--- src/hdl/drb_pkg.sv ---
// shared types, widths and register codes of the depth ray back-projection block
// no dependencies
`timescale 1ns / 1ps
`default_nettype none

package drb_pkg;

  // field widths
  localparam int COL_W      = 12;
  localparam int ROW_W      = 12;
  localparam int DEPTH_W    = 20;
  localparam int FOCAL_W    = 21;
  localparam int CENTER_W   = 20;
  localparam int COLOR_W    = 8;
  localparam int POINT_XY_W = 21;

  // datapath widths
  localparam int DIFF_W  = 22;               // u*256 - cx
  localparam int PROD_W  = DIFF_W + FOCAL_W; // signed products
  localparam int MAG_W   = PROD_W - 1;       // their magnitudes
  localparam int NORM_W  = 31;               // magnitudes after scaling
  localparam int SHIFT_W = $clog2(MAG_W - NORM_W + 1);
  localparam int SQ_W    = 2 * NORM_W;
  localparam int SUM_W   = 64;
  localparam int ROOT_W  = SUM_W / 2;
  localparam int NUM_W   = ROOT_W + DEPTH_W;

  // configuration port
  localparam int CFG_INDEX_W = 3;
  localparam int CFG_DATA_W  = 21;

  localparam int COLUMN_LIMIT_DEFAULT = 4096;
  localparam int ROW_LIMIT_DEFAULT    = 4096;
  localparam int FIFO_DEPTH_DEFAULT   = 4;

  typedef enum logic [CFG_INDEX_W-1:0] {
    REG_FOCAL_X  = 3'd0,
    REG_FOCAL_Y  = 3'd1,
    REG_CENTER_X = 3'd2,
    REG_CENTER_Y = 3'd3,
    REG_MIN_DEPTH = 3'd4,
    REG_MAX_DEPTH = 3'd5
  } reg_index_t;

  localparam logic signed [FOCAL_W-1:0] FOCAL_X_RESET = 21'sd123187;
  localparam logic signed [FOCAL_W-1:0] FOCAL_Y_RESET = -21'sd122880;
  localparam logic [CENTER_W-1:0] CENTER_X_RESET  = 20'd81792;
  localparam logic [CENTER_W-1:0] CENTER_Y_RESET  = 20'd61312;
  localparam logic [DEPTH_W-1:0]  MIN_DEPTH_RESET = 20'd655;
  localparam logic [DEPTH_W-1:0]  MAX_DEPTH_RESET = 20'd655360;

  localparam logic [COLOR_W-1:0] WHITE = 8'd255;

  typedef struct packed {
    logic signed [FOCAL_W-1:0] focal_x;
    logic signed [FOCAL_W-1:0] focal_y;
    logic [CENTER_W-1:0]       center_x;
    logic [CENTER_W-1:0]       center_y;
    logic [DEPTH_W-1:0]        min_depth;
    logic [DEPTH_W-1:0]        max_depth;
  } cfg_t;

  typedef struct packed {
    logic [COLOR_W-1:0] red;
    logic [COLOR_W-1:0] green;
    logic [COLOR_W-1:0] blue;
  } color_t;

  // one classified ray handed from front to back
  typedef struct packed {
    logic [NORM_W-1:0]  mag_x;
    logic [NORM_W-1:0]  mag_y;
    logic [NORM_W-1:0]  mag_z;
    logic [DEPTH_W-1:0] depth;
    logic               neg_x;
    logic               neg_y;
    color_t             color;
  } ray_t;

endpackage

`default_nettype wire

--- src/hdl/drb_fifo.sv ---
// short ray queue between front and back
// depends on drb_pkg
`timescale 1ns / 1ps
`default_nettype none

module drb_fifo #(
  parameter int DEPTH = drb_pkg::FIFO_DEPTH_DEFAULT
) (
  input  logic          clk,
  input  logic          rst,
  input  logic          push,
  input  drb_pkg::ray_t push_data,
  input  logic          pop,
  output drb_pkg::ray_t pop_data,
  output logic          full,
  output logic          empty
);

  localparam int PTR_W = $clog2(DEPTH);
  localparam int CNT_W = $clog2(DEPTH + 1);

  drb_pkg::ray_t     mem [DEPTH];
  logic [PTR_W-1:0]  wr_ptr;
  logic [PTR_W-1:0]  rd_ptr;
  logic [CNT_W-1:0]  count;

  assign full     = (count == CNT_W'(DEPTH));
  assign empty    = (count == '0);
  assign pop_data = mem[rd_ptr];

  always_ff @(posedge clk) begin
    if (rst) begin
      wr_ptr <= '0;
      rd_ptr <= '0;
      count  <= '0;
    end else begin
      if (push) wr_ptr <= (wr_ptr == PTR_W'(DEPTH - 1)) ? '0 : wr_ptr + 1'b1;
      if (pop)  rd_ptr <= (rd_ptr == PTR_W'(DEPTH - 1)) ? '0 : rd_ptr + 1'b1;
      case ({push, pop})
        2'b10:   count <= count + 1'b1;
        2'b01:   count <= count - 1'b1;
        default: count <= count;
      endcase
    end
  end

  always_ff @(posedge clk) begin
    if (push) mem[wr_ptr] <= push_data;
  end

endmodule

`default_nettype wire

--- config.mk ---
export PLATFORM = sky130hd
export DESIGN_NAME = drb_fifo
export DESIGN_NICKNAME = d
export VERILOG_FILES = /design/src/hdl/drb_pkg.sv /design/src/hdl/drb_fifo.sv
export SDC_FILE = /design/constraint.sdc
export NUM_CORES = 1
export LEC_CHECK = 0
export ABC_CLOCK_PERIOD_IN_PS = 11300
export BUFFER_PORTS_ARGS = -buffer_cell sky130_fd_sc_hd__buf_2
export CORE_ASPECT_RATIO = 0.75
export CORE_MARGIN = 1
export CORE_UTILIZATION = 40
export DETAILED_ROUTE_END_ITERATION = 8
export PLACE_DENSITY = 0.67
export SLEW_MARGIN = 20
export SYNTH_ARGS = -nofsm -noshare
export SYNTH_HDL_FRONTEND = slang
export SYNTH_SLANG_ARGS = --single-unit
--- constraint.sdc ---
create_clock -name clk -period 11.3 [get_ports clk]
set_input_delay 1.13 -clock clk [delete_from_list [all_inputs] [get_ports clk]]
set_output_delay 1.13 -clock clk [all_outputs]
set_load 0.005 [all_outputs]
# == After elaboration in Yosys (flattened, before gate mapping) ==
# Memories as Yosys holds them, arrays and structs flattened. A register that Yosys moved wholly into a read port is not among the register bits.
# Cells that the tools add are included.
# word_totals
reg_bits,7
latch_bits,0
ram_bits,556
rom_bits,0
inputBits,143
word_cells,22
mem_count,1
# op_classes
n_addsub,4
multipliers,0
div,0
magnitude_cmp,0
eq_ne,5
shift,0
mux,7
n_bitwise,0
reduce_logical,2
# mem_list
name,depth,word_bits,read_ports,rd_clocked_by_memory_dff,write_ports,line,source
mem,4,139,1,1,1,drb_fifo.sv:22,drb_pkg::ray_t mem [DEPTH];
# op_table
operator,n
$mux 2,4
$eq 2x2->1 const B,3
$pmux 3 s2,1
$add 2x1->2 const B,2
$add 3x1->3 const B,1
$eq 3x3->1 const B,1
$logic_not 3->1,1
$sub 3x1->3 const B,1
$eq 2x1->1 const B,1
$mux 1,2
$reduce_bool 2->1,1

# == Depth between registers and ports, before layout ==
# logic_depth
ltp_word,4
depth_mapped,7
mapped_depth_nobuf,7

# == Least setup slack after synthesis ==
# No wires, ideal clock.
# synth_path
kind,in2reg
start,input push
end,"memory mem[0][0] (netlist name), enable pin"
t_arrival_ns,4.308
slack_ns,6.478
cell_stages,1
path_cell_list,and2_1
# synth_via
elab_chain_len,2
# synth_rtl
item,line,source
start: declaration,drb_fifo.sv:11,"input logic push,"
$mux 1,drb_fifo.sv:48,if (push) mem[wr_ptr] <= push_data;
$mux 1 (implied by the code),drb_fifo.sv:48,
end: declaration,drb_fifo.sv:22,
# No other way between the ends.

==> impl_metrics.yaml <==
run_status:
  outcome: "completed"
synth:
  synthesis.instances: 774
  async_flop_share_pct: 0
  postSynthAreaPerCell_um2: 26.51
  netlist_top_cells_area: "sky130_fd_sc_hd__edfxtp_1 81%, sky130_fd_sc_hd__mux4_2 15%, sky130_fd_sc_hd__dfxtp_1 0.88%"
  most_repeated_cell_in_the_gate_level_netlist_after_synthesis: "sky130_fd_sc_hd__edfxtp_1"
  synth_top_cell_area_share_pct: 81.37
  seq_area_frac_synth_pct: 82.25
  synth.distinct_cells: 21
  yosys_warnings: 0
  syn-num-nets: 924
  synth_top_cell_by_area: "sky130_fd_sc_hd__edfxtp_1"
  synth.ff_latch_count: 565
  postSynth.topFlopCell: "sky130_fd_sc_hd__edfxtp_1"
  synth.cells.most_frequent: "556 x sky130_fd_sc_hd__edfxtp_1, 139 x sky130_fd_sc_hd__mux4_2, 14 x sky130_fd_sc_hd__buf_6"
  synth_edf_count: 556
  netlist_area_um2: 20520
cells_and_area:
  final_design_area_no_fill_um2: 24300
  num-fill-cells: 4079
  multiInputGateArea_um2: 3382
  layout-area-overhead-vs-synth_pct: 18.45
  final-seq-area_um2: 16880
  num-nets-final: 1244
  layout_cells_sized_above_1_pct: 45.43
floorplan:
  floorplan.rows: 71
  core_region_um2: 50370
  floorplan.die.width_um: 263.5
  floorplan.die_area_um2: 52210
  initial_standard_cell_utilization_of_the_core_pct: 40.74
  ios: 284
  die_height_um: 198.1
worst_hold_path:
  hold-path-cell-count: 2
  worstHoldPathType: "register to register"
placement:
  hpwlAfterDp_mm: 22.94
  input_output_buffers: 283
  placedInstanceArea_um2: 22630
  gp_routability_congestion: 0.7286
power_and_ir_drop:
  power.density_cell_area_nw_per_um2: 182.8
  switchingPower_mw: 0.9387
  internal-power_mw: 3.503
  leakage_power_nw: 8.071
  power.clock.fraction_pct: 38.2
  vdd.ir_drop.worst_mv: 0.1212
  swShare_pct: 21.13
  power.share.sequential_pct: 54.3
  final_power_mw: 4.442
  pwr-share-comb_pct: 7.5
cts:
  clkSlewWorstSetupHoldPaths_ns: 0.06
  cts.path.max_buffers: 3
  worst_skew_pair.late_latency_ns: 0.58
  numCtsBuffers: 53
  cts_max_level: 2
  clock_sinks: 565
  cts.root.buffer_cell: "sky130_fd_sc_hd__clkbuf_16"
  post-cts-setup-buffers: 0
  postCtsHoldBufs: 0
  tritoncts_clock_tree: "done"
  cts_resized: 0
global_route:
  grt-busiest-layer: "met2"
  vias_in_the_first_global_route: 9754
  global_route_wire_length_before_repair_mm: 58.54
  grt_overflow: 0
  grt_util_met3_pct: 4.850
  grt_start_max_net_pins: 63
  grt_resource_usage_total_pct: 14.92
  grt_antenna_before_repair: 7
  globalRouteMet1Util_pct: 19.24
  grt.met2_usage_pct: 24.43
setup_path:
  worst-setup-path-type: "register to primary output"
  required_time_at_the_worst_slack_endpoint_ns: 10.17
  critPathLaunchType: "register"
  cp_data_arrival_time_ns: 3.45
  timing.reg2reg.worst_path_depth: 4
  critical_path.max_fanout: 49
  critical_path.endpoint_type: "primary output"
drt:
  postRouteWirelength_mm: 38.77
  post_drt_via_cell_ratio: 5.085
  route.detailed.drc: 0
  wire_per_inst_um: 21.55
  dr_total_vias: 9148
  drt_first_pass_iters: 4
  drtAntennaViolNets: 0
  initialDrtViolationCount: 690
timing:
  final-max-slew-violation-count: 0
  maxClockFrequency_mhz: 218.6
  slew-limit-headroom_pct: 33.09
  finalSetupViolations: 0
  fin_crit_sh_pct: 40.49
  max_slew.worst_pin.slew_ns: 1.004
  hold_violations: 0
  final.min_clock_period_ns: 4.575
  tns_ns: 0
  grt_setup_unrepaired: "false"
  clock_skew_ns: 0.01904
flow_run:
  maxCapViolations: 0
-- cells by family after synthesis --
| kind of cell | count (synthesis) | synth area share [%] |
|---|---|---|
| muxes | 141 | 15.35 |
| buffers and inverters | 38 | 1.317 |
| AOI/OAI and AO/OA | 5 | 0.1219 |
| DFF | 565 | 82.25 |
| and+or+nand+nor | 16 | 0.4086 |
| xor gates and xnor gates | 2 | 0.08539 |
| adders and majority gates | 7 | 0.4634 |
-- power by group through the flow --
stage	Clock, mW	Combinational [mW]	Sequential (mW)
2_1_floorplan	0	0.189	2.46
3_3_place_gp	0	0.337	2.45
3_5_place_dp	0	0.344	2.46
4_1_cts	1.75	0.345	2.41
5_1_grt	1.83	0.366	2.42
6_report	1.70	0.333	2.41
-- metrics by stage --
stage / std cells / hold slack (ns) / utilization (%) / setup slack, ns
floorplan: 774 / 0.4608 / - / 6.478
global placement: 1696 / 0.4902 / 44.92 / 7.210
detailed placement: 1696 / 0.5061 / 44.92 / 7.201
CTS: 1795 / 0.5151 / 48.23 / 6.547
global route: 1796 / 0.5547 / 48.24 / 6.394
finish: 1799 / 0.5134 / 48.25 / 6.725
-- placed cells by master, fill, tap and decap left out, types with 7 or more instances in the layout --
master | netlist | routed
sky130_fd_sc_hd__clkbuf_16 | 0 | 53
sky130_fd_sc_hd__dfxtp_1 | 9 | 7
sky130_fd_sc_hd__clkbuf_1 | 1 | 15
sky130_fd_sc_hd__clkinv_1 | 0 | 8
sky130_fd_sc_hd__inv_1 | 7 | 7
sky130_fd_sc_hd__buf_4 | 2 | 13
sky130_fd_sc_hd__clkinv_2 | 0 | 9
sky130_fd_sc_hd__mux4_2 | 139 | 139
sky130_fd_sc_hd__edfxtp_1 | 556 | 556
sky130_fd_sc_hd__buf_2 | 12 | 283
sky130_fd_sc_hd__nor2_1 | 7 | 7
-- flip-flops by register name, indices dropped and copies added (netlist names), named ones only --
register  cells
count         3
mem         556
rd_ptr        2
wr_ptr        2
-- metal layers --
layer,up-vias,part of all wire [%]
met1,4837,41
met2,247,50
li1,4006,-
met3,54,7.5
met4,4,1.5
met5,-,0.070
-- final timing paths --
check | startpoint | to | slack [ns]
max reg2reg | wr_ptr[0]$_SDFFE_PP0P_ | mem[1][110]$_DFFE_PP_ | 8.19
min reg2reg | count[2]$_SDFFE_PP0P_ | count[2]$_SDFFE_PP0P_ | 0.51
min | count[2]$_SDFFE_PP0P_ | count[2]$_SDFFE_PP0P_ | 0.51
max | register | pop_data[109] | 6.72
-- cell type report --
cell class                      count  share of cell area [%]
Clock buffer                       70                   5.802
Timing Repair Buffer              296                   6.229
Tap cell                          657                   3.382
Clock inverter                     29                   1.050
Antenna cell                        4                 0.04119
Sequential cell                   565                   69.47
Multi-Input combinational cell    171                   13.92
Inverter                            7                  0.1081
-- critical path, stage by stage (launching register included) --
cell,delay (ns)
sky130_fd_sc_hd__dfxtp_4,0.33
sky130_fd_sc_hd__buf_4,0.74
sky130_fd_sc_hd__buf_4,0.86
sky130_fd_sc_hd__mux4_2,0.64
sky130_fd_sc_hd__buf_2,0.16
Power figures use the tool's default switching activity.
