$ cat src/hdl/drb_pkg.sv
// shared types, widths and register codes of the depth ray back-projection block
// no dependencies
`timescale 1ns / 1ps
`default_nettype none

package drb_pkg;

  // field widths
  localparam int COL_W      = 12;
  localparam int ROW_W      = 12;
  localparam int DEPTH_W    = 20;
  localparam int FOCAL_W    = 21;
  localparam int CENTER_W   = 20;
  localparam int COLOR_W    = 8;
  localparam int POINT_XY_W = 21;

  // datapath widths
  localparam int DIFF_W  = 22;               // u*256 - cx
  localparam int PROD_W  = DIFF_W + FOCAL_W; // signed products
  localparam int MAG_W   = PROD_W - 1;       // their magnitudes
  localparam int NORM_W  = 31;               // magnitudes after scaling
  localparam int SHIFT_W = $clog2(MAG_W - NORM_W + 1);
  localparam int SQ_W    = 2 * NORM_W;
  localparam int SUM_W   = 64;
  localparam int ROOT_W  = SUM_W / 2;
  localparam int NUM_W   = ROOT_W + DEPTH_W;

  // configuration port
  localparam int CFG_INDEX_W = 3;
  localparam int CFG_DATA_W  = 21;

  localparam int COLUMN_LIMIT_DEFAULT = 4096;
  localparam int ROW_LIMIT_DEFAULT    = 4096;
  localparam int FIFO_DEPTH_DEFAULT   = 4;

  typedef enum logic [CFG_INDEX_W-1:0] {
    REG_FOCAL_X  = 3'd0,
    REG_FOCAL_Y  = 3'd1,
    REG_CENTER_X = 3'd2,
    REG_CENTER_Y = 3'd3,
    REG_MIN_DEPTH = 3'd4,
    REG_MAX_DEPTH = 3'd5
  } reg_index_t;

  localparam logic signed [FOCAL_W-1:0] FOCAL_X_RESET = 21'sd123187;
  localparam logic signed [FOCAL_W-1:0] FOCAL_Y_RESET = -21'sd122880;
  localparam logic [CENTER_W-1:0] CENTER_X_RESET  = 20'd81792;
  localparam logic [CENTER_W-1:0] CENTER_Y_RESET  = 20'd61312;
  localparam logic [DEPTH_W-1:0]  MIN_DEPTH_RESET = 20'd655;
  localparam logic [DEPTH_W-1:0]  MAX_DEPTH_RESET = 20'd655360;

  localparam logic [COLOR_W-1:0] WHITE = 8'd255;

  typedef struct packed {
    logic signed [FOCAL_W-1:0] focal_x;
    logic signed [FOCAL_W-1:0] focal_y;
    logic [CENTER_W-1:0]       center_x;
    logic [CENTER_W-1:0]       center_y;
    logic [DEPTH_W-1:0]        min_depth;
    logic [DEPTH_W-1:0]        max_depth;
  } cfg_t;

  typedef struct packed {
    logic [COLOR_W-1:0] red;
    logic [COLOR_W-1:0] green;
    logic [COLOR_W-1:0] blue;
  } color_t;

  // one classified ray handed from front to back
  typedef struct packed {
    logic [NORM_W-1:0]  mag_x;
    logic [NORM_W-1:0]  mag_y;
    logic [NORM_W-1:0]  mag_z;
    logic [DEPTH_W-1:0] depth;
    logic               neg_x;
    logic               neg_y;
    color_t             color;
  } ray_t;

endpackage

`default_nettype wire

$ cat src/hdl/drb_channels.sv
// valid/ready channel interfaces for depth pixels in and points out
// depends on drb_pkg
`timescale 1ns / 1ps
`default_nettype none

interface drb_pixel_if;
  logic                          valid;
  logic                          ready;
  logic [drb_pkg::COL_W-1:0]     pixel_col;
  logic [drb_pkg::ROW_W-1:0]     pixel_row;
  logic [drb_pkg::DEPTH_W-1:0]   ray_depth;
  logic                          color_present;
  logic [drb_pkg::COLOR_W-1:0]   in_red;
  logic [drb_pkg::COLOR_W-1:0]   in_green;
  logic [drb_pkg::COLOR_W-1:0]   in_blue;

  modport source (output valid, pixel_col, pixel_row, ray_depth, color_present,
                  in_red, in_green, in_blue, input ready);
  modport sink (input valid, pixel_col, pixel_row, ray_depth, color_present,
                in_red, in_green, in_blue, output ready);
endinterface


`default_nettype wire

$ cat src/hdl/drb_front.sv
// front end: accepts depth pixels, drops out-of-range ones, forms scaled ray terms
// depends on drb_pkg and drb_channels
`timescale 1ns / 1ps
`default_nettype none

module drb_front #(
  parameter int COLUMN_LIMIT = drb_pkg::COLUMN_LIMIT_DEFAULT,
  parameter int ROW_LIMIT    = drb_pkg::ROW_LIMIT_DEFAULT
) (
  input  logic          clk,
  input  logic          rst,
  drb_pixel_if.sink     pixel,
  input  drb_pkg::cfg_t cfg,
  input  logic          full,
  output logic          push,
  output drb_pkg::ray_t push_data
);

  logic en;
  logic pass;

  // stage 0
  logic                                v0;
  logic signed [drb_pkg::DIFF_W-1:0]   a0;
  logic signed [drb_pkg::DIFF_W-1:0]   b0;
  logic [drb_pkg::DEPTH_W-1:0]         depth0;
  drb_pkg::color_t                     color0;
  // stage 1
  logic                                v1;
  logic signed [drb_pkg::PROD_W-1:0]   prod_x1;
  logic signed [drb_pkg::PROD_W-1:0]   prod_y1;
  logic signed [drb_pkg::PROD_W-1:0]   prod_z1;
  logic                                neg_x1;
  logic                                neg_y1;
  logic [drb_pkg::DEPTH_W-1:0]         depth1;
  drb_pkg::color_t                     color1;
  // stage 2
  logic                                v2;
  logic [drb_pkg::MAG_W-1:0]           mag_x2;
  logic [drb_pkg::MAG_W-1:0]           mag_y2;
  logic [drb_pkg::MAG_W-1:0]           mag_z2;
  logic                                neg_x2;
  logic                                neg_y2;
  logic [drb_pkg::DEPTH_W-1:0]         depth2;
  drb_pkg::color_t                     color2;
  // stage 3
  logic                                v3;
  logic [drb_pkg::MAG_W-1:0]           or_bits;
  logic [drb_pkg::SHIFT_W-1:0]         shift;
  logic [drb_pkg::MAG_W-1:0]           sh_x;
  logic [drb_pkg::MAG_W-1:0]           sh_y;
  logic [drb_pkg::MAG_W-1:0]           sh_z;

  assign en          = !full;
  assign pixel.ready = en;
  assign push        = v3 && en;

  assign pass = (pixel.ray_depth > cfg.min_depth) && (pixel.ray_depth < cfg.max_depth)
             && (cfg.focal_x != '0) && (cfg.focal_y != '0)
             && (32'(pixel.pixel_col) < 32'(COLUMN_LIMIT))
             && (32'(pixel.pixel_row) < 32'(ROW_LIMIT));

  // smallest right shift that brings the largest magnitude below 2^31
  always_comb begin
    or_bits = mag_x2 | mag_y2 | mag_z2;
    shift   = '0;
    for (int i = drb_pkg::NORM_W; i < drb_pkg::MAG_W; i++) begin
      if (or_bits[i]) shift = drb_pkg::SHIFT_W'(i - drb_pkg::NORM_W + 1);
    end
    sh_x = mag_x2 >> shift;
    sh_y = mag_y2 >> shift;
    sh_z = mag_z2 >> shift;
  end

  always_ff @(posedge clk) begin
    if (rst) begin
      v0 <= 1'b0;
      v1 <= 1'b0;
      v2 <= 1'b0;
      v3 <= 1'b0;
    end else if (en) begin
      v0 <= pixel.valid && pass;
      v1 <= v0;
      v2 <= v1;
      v3 <= v2;
    end
    if (en) begin
      a0 <= $signed({2'b00, pixel.pixel_col, 8'b0}) - $signed({2'b00, cfg.center_x});
      b0 <= $signed({2'b00, pixel.pixel_row, 8'b0}) - $signed({2'b00, cfg.center_y});
      depth0 <= pixel.ray_depth;
      if (pixel.color_present) begin
        color0 <= '{red: pixel.in_red, green: pixel.in_green, blue: pixel.in_blue};
      end else begin
        color0 <= '{red: drb_pkg::WHITE, green: drb_pkg::WHITE, blue: drb_pkg::WHITE};
      end

      prod_x1 <= a0 * $signed(cfg.focal_y);
      prod_y1 <= b0 * $signed(cfg.focal_x);
      prod_z1 <= $signed(cfg.focal_x) * $signed(cfg.focal_y);
      neg_x1  <= a0[drb_pkg::DIFF_W-1] ^ cfg.focal_x[drb_pkg::FOCAL_W-1];
      neg_y1  <= b0[drb_pkg::DIFF_W-1] ^ cfg.focal_y[drb_pkg::FOCAL_W-1];
      depth1  <= depth0;
      color1  <= color0;

      mag_x2 <= prod_x1[drb_pkg::PROD_W-1] ? drb_pkg::MAG_W'(-prod_x1)
                                           : drb_pkg::MAG_W'(prod_x1);
      mag_y2 <= prod_y1[drb_pkg::PROD_W-1] ? drb_pkg::MAG_W'(-prod_y1)
                                           : drb_pkg::MAG_W'(prod_y1);
      mag_z2 <= prod_z1[drb_pkg::PROD_W-1] ? drb_pkg::MAG_W'(-prod_z1)
                                           : drb_pkg::MAG_W'(prod_z1);
      neg_x2 <= neg_x1;
      neg_y2 <= neg_y1;
      depth2 <= depth1;
      color2 <= color1;

      push_data.mag_x <= sh_x[drb_pkg::NORM_W-1:0];
      push_data.mag_y <= sh_y[drb_pkg::NORM_W-1:0];
      push_data.mag_z <= sh_z[drb_pkg::NORM_W-1:0];
      push_data.depth <= depth2;
      push_data.neg_x <= neg_x2;
      push_data.neg_y <= neg_y2;
      push_data.color <= color2;
    end
  end

endmodule

`default_nettype wire

$ cat src/flat_wrapper.sv
// flat-port wrapper written by rule: the top's interface ports become plain ports
module drb_front_flat 
#(
  parameter int COLUMN_LIMIT = drb_pkg::COLUMN_LIMIT_DEFAULT,
  parameter int ROW_LIMIT    = drb_pkg::ROW_LIMIT_DEFAULT
)
  (clk, rst, cfg, full, push, push_data, pixel_valid, pixel_pixel_col, pixel_pixel_row, pixel_ray_depth, pixel_color_present, pixel_in_red, pixel_in_green, pixel_in_blue, pixel_ready);
  drb_pixel_if pixel_i ();
  input  logic clk;
  input  logic rst;
  input  drb_pkg::cfg_t cfg;
  input  logic full;
  output logic push;
  output drb_pkg::ray_t push_data;
  input wire logic [$bits(pixel_i.valid)-1:0] pixel_valid;
  input wire logic [$bits(pixel_i.pixel_col)-1:0] pixel_pixel_col;
  input wire logic [$bits(pixel_i.pixel_row)-1:0] pixel_pixel_row;
  input wire logic [$bits(pixel_i.ray_depth)-1:0] pixel_ray_depth;
  input wire logic [$bits(pixel_i.color_present)-1:0] pixel_color_present;
  input wire logic [$bits(pixel_i.in_red)-1:0] pixel_in_red;
  input wire logic [$bits(pixel_i.in_green)-1:0] pixel_in_green;
  input wire logic [$bits(pixel_i.in_blue)-1:0] pixel_in_blue;
  output wire logic [$bits(pixel_i.ready)-1:0] pixel_ready;
  assign pixel_i.valid = pixel_valid;
  assign pixel_i.pixel_col = pixel_pixel_col;
  assign pixel_i.pixel_row = pixel_pixel_row;
  assign pixel_i.ray_depth = pixel_ray_depth;
  assign pixel_i.color_present = pixel_color_present;
  assign pixel_i.in_red = pixel_in_red;
  assign pixel_i.in_green = pixel_in_green;
  assign pixel_i.in_blue = pixel_in_blue;
  assign pixel_ready = pixel_i.ready;
  drb_front #(.COLUMN_LIMIT(COLUMN_LIMIT), .ROW_LIMIT(ROW_LIMIT)) u_core (.clk(clk), .rst(rst), .pixel(pixel_i), .cfg(cfg), .full(full), .push(push), .push_data(push_data));
endmodule
$ cat config.mk
export PLATFORM = sky130hd
export DESIGN_NAME = drb_front_flat
export DESIGN_NICKNAME = d
export VERILOG_FILES = /design/src/hdl/drb_pkg.sv /design/src/hdl/drb_channels.sv /design/src/hdl/drb_front.sv /design/src/flat_wrapper.sv
export SDC_FILE = /design/constraint.sdc
export NUM_CORES = 2
export LEC_CHECK = 0
export ABC_AREA = 1
export BUFFER_PORTS_ARGS = -buffer_cell sky130_fd_sc_hd__buf_4
export CORE_ASPECT_RATIO = 0.9
export CORE_MARGIN = 10
export CORE_UTILIZATION = 55
export CTS_CLUSTER_SIZE = 10
export DETAILED_ROUTE_END_ITERATION = 10
export GPL_ROUTABILITY_DRIVEN = 0
export HOLD_SLACK_MARGIN = 0.1
export PLACE_DENSITY = 0.8
export SYNTH_ARGS = -nofsm -noshare
export SYNTH_HDL_FRONTEND = slang
export SYNTH_SLANG_ARGS = --single-unit
$ cat constraint.sdc
create_clock -name clk -period 69.6 [get_ports clk]
set_clock_uncertainty 0.15 [all_clocks]
set_input_delay 17.4 -clock clk [delete_from_list [all_inputs] [get_ports clk]]
set_output_delay 17.4 -clock clk [all_outputs]
set_load 0.01 [all_outputs]
* Word-level counts from Yosys, hierarchy flattened
Cells that the tools add are included.
Storage, ports and cells: register bits 575, input port bits 195, output and inout bits 141, logic and storage cells 76
Cells by class: add/subtract/negate cells 5, multipliers 3, magnitude comparators 2, shifts and indexed selects 3, mux-type cells 14, bitwise logic cells 4, reductions and logical operators 8
Operators with widths (count):
- $mul 21x21->42 | 3
- $mux 42 | 3
- $neg 42->42 | 3
- $shr 42x4->31 | 3
- $or 42x42->42 | 2
- $reduce_bool 21->1 | 2
- $sub 20x20->21 | 2
- $mux 4 | 10
- $gt 20x20->1 | 1
- $lt 20x20->1 | 1
- $logic_and 1x1->1 | 5
- $xor 1x1->1 | 2
- $logic_not 1->1 | 1
- $mux 1 | 1

* Depth between registers and ports, before layout
depth in word-level cells 14, gate-level depth with buffers 31, mapped depth without buffers 29

* Least setup slack after synthesis
OpenSTA, ideal clock, no wires.
path type input to output, from input port full, to output port pixel_ready, arrival 28.574 ns, required time 52.050 ns, setup slack 23.476 ns, cell stages on the path 2, buffers on the path 1, path through clkbuf_1 -> inv_1
On the way: longest elaborated chain between the ends 1
RTL lines:
- from (decl) | RTL line flat_wrapper.sv:12 | input logic full;
- $logic_not 1->1 | RTL line drb_front.sv:54 | assign en = !full;
- to (decl) | RTL line flat_wrapper.sv:23 | output wire logic [$bits(pixel_i.ready)-1:0] pixel_ready;
Every way passes these cells.

* Worst setup path in the final report
Same ends and word-level chain as after synthesis.

==> flow_metrics.tcl <==
set metrics [dict create \
    rrSetupSlack_ns 61.77 \
    io_buffers 335 \
    required_ns 52.05 \
    wl_per_cell_um 18.10 \
    dr_total_vias 61563 \
    r2r_cells 23 \
    synthCells 9259 \
    clk_pin_slew_ns 0.05 \
    layout-drive-gt1-share_pct 5.348 \
    rsz0062_at_grt "false" \
    synthFlopType "edfxtp_1" \
    outcome "finished, final reports clean" \
    dr.pass1.iters 10 \
    wl_um 202900 \
    clock_latency_ns 0.66 \
    endpoint_kind "output port" \
    ys_types 54 \
    ys_seq_area_share_pct 21.67 \
    fmax_mhz 28.00 \
    placed_area_mm2 0.08288 \
    r2r_end "u_core.prod_x1[39]$_DFFE_PN_" \
    r2r-start "u_core.a0[20]$_DFFE_PN_" \
    avgSynthCellArea_um2 8.557 \
    dpl.hpwl_um 154600 \
    setup_tns_ns 0 \
    drv_slew 0 \
    vias_per_cell 5.492 \
    cts-hold-fix-buffers 0 \
    min-delay-start "u_core.depth0[9]$_DFFE_PN_" \
    worstSetupStartpointType "primary input" \
    relSlewSlack_pct 20.94 \
    hold_violations 0 \
    dieArea_mm2 0.1597 \
    fin_crit_sh_pct 51.31 \
    synth.top_cell.area_share_pct 34.79 \
    grt_max_degree 186 \
    yosys_warnings 0 \
    final_antenna_net_count 0 \
    grt_pass1_vias 64667 \
    htree_levels 3 \
    hold_slack_ns 0.2427 \
    synth_area_leaders "fa_1, edfxtp_1, inv_1, nand2_1, ha_1" \
    die-width_um 420.1 \
    die_h_um 380.1 \
    drc_errors 0 \
    holdPathEnd "u_core.depth1[9]$_DFFE_PN_" \
    crit_type "in2out" \
    synth_area_leader_cell "fa_1" \
    antenna_found_initial 6 \
    final_net_count 11281 \
    tightest_slew_ns 1.186 \
    overflow 0 \
    drtIter0Drc 6989 \
    finish.instance_area_mm2 0.08493 \
    postCtsSetupBuffers 0 \
    nFillCells 11848 \
    drv_cap 0 \
    cts_sinks 573 \
    cts_root_buf "clkbuf_16" \
    synth-seq-cells 573 \
    max-clock-path-buffers 3 \
    crit_fanout 69 \
    grt_usage_pct 25.62 \
    ios 336 \
    cp.arrival_ns 18.16 \
    start_util_pct 55.20 \
    hp-class "reg2reg" \
    rows 132 \
    grt_first_pass_wirelength_um 332300 \
    synth-edff-count 569 \
    cp-startpoint "full" \
    hold_depth 0 \
    cts_buffers 71 \
    core_area_mm2 0.1435 \
    finalCriticalPeriod_ns 35.71 \
    setup_viol 0 \
    post_cts_resized 0 \
    synth-async-reset-ratio_pct 0 \
    syn_to_final_growth_pct 7.202 \
    cts_tree "built" \
    synth_area_mm2 0.07923 \
    synth_nets 11232 \
]
[area by class of cell]
type                            count  area [µm²]  share of cell area [%]
Sequential cell                   573       17170                   20.21
Antenna cell                        2       5.005                0.005893
Clock inverter                     18       222.7                  0.2622
Tap cell                         1876        2347                   2.764
Timing Repair Buffer              374        2820                   3.321
Multi-Input combinational cell   5807       51230                   60.31
Clock buffer                       78        1824                   2.148
Inverter                         2481        9320                   10.97
[layout by cell type (no fill, tap or decap), types with 7 or more instances in the layout]
cell type	synthesis	routed
inv_1	2478	2477
nand2_1	2100	2099
fa_1	1377	1377
edfxtp_1	569	569
nand3_1	518	518
nor2_1	428	427
ha_1	401	401
buf_4	3	373
xor2_1	202	202
a21oi_1	201	201
o21ai_0	167	167
xnor2_1	89	89
clkbuf_16	0	72
nor3_1	58	58
nand4_1	43	43
nor4_1	40	40
a31oi_1	25	25
a21o_1	23	23
or2_2	20	20
o21a_1	13	13
o211ai_1	13	13
o21ai_1	13	13
a211oi_1	9	9
o21bai_1	8	8
nand3b_1	8	8
clkinv_1	1	8
a21boi_0	7	7
[worst max path at each step]
| stage | to | slack [ns] | cells past startpoint |
|---|---|---|---|
| after global placement | pixel_ready | 33.84 | 3 |
| after detailed placement | pixel_ready | 33.83 | 3 |
| final | pixel_ready | 33.89 | 3 |
| after CTS | pixel_ready | 33.83 | 3 |
| after global routing | pixel_ready | 33.80 | 3 |
| after floorplan | pixel_ready | 23.48 | 2 |
[metrics by stage]
| step | setup slack (ns) | instances | utilization, % |
|---|---|---|---|
| finish | 33.89 | 11209 | 59.18 |
| detailed placement | 33.83 | 11111 | 57.75 |
| CTS | 33.83 | 11207 | 59.17 |
| global route | 33.80 | 11209 | 59.18 |
| floorplan | 23.48 | 9259 | - |
| global placement | 33.84 | 11111 | 57.75 |
[metal layers]
layer	vias to the layer above	GRT usage, %	wire, µm
li1	27477	-	-
met1	29732	35.16	79390
met2	3813	39.36	90140
met3	531	7.345	26340
met4	10	7.894	6909
met5	-	0.2723	108
[cells by family after synthesis]
kind of cell	after synthesis	synth area share, %
and+or+nand+nor	3229	16.65
muxes	1	0.01263
xor gates and xnor gates	291	3.217
adders and majority gates	1778	41.13
DFF	573	21.67
buffers and inverters	2879	13.70
AOI/OAI and AO/OA	508	3.628
[Yosys cell counts, drive strengths merged (2+ instances only)]
cell type     n
o211ai       13
nand4        43
o21ai       180
edfxtp      569
a31oi        25
xor2        202
ha          401
o221ai        4
o21bai        8
a21oi       207
or2          21
nand3       518
o21a         13
o2111ai       6
a221oi        2
nand3b        8
o31ai         2
nor3         62
nand2      2101
nor2        433
a21o         23
inv        2480
dfxtp         4
fa         1377
nor4         40
a21boi        7
xnor2        89
clkbuf      355
a2111oi       2
a211oi        9
buf          43
[critical path, stage by stage]
cell   delay (ns)
buf_4        0.15
inv_8        0.35
buf_4        0.23
[sequential cells by signal, summed over array words and instances (netlist names), 20 cells and up]
register,cells
u_core.a0,21
u_core.b0,21
u_core.color0,24
u_core.color1,24
u_core.color2,24
u_core.depth0,20
u_core.depth1,20
u_core.depth2,20
u_core.mag_x2,42
u_core.mag_y2,42
u_core.mag_z2,42
u_core.prod_x1,42
u_core.prod_y1,42
u_core.prod_z1,42
u_core.push_data,139
Power is not shown: default switching activity piles up to over one toggle a cycle in this logic, so the estimate is an artifact.
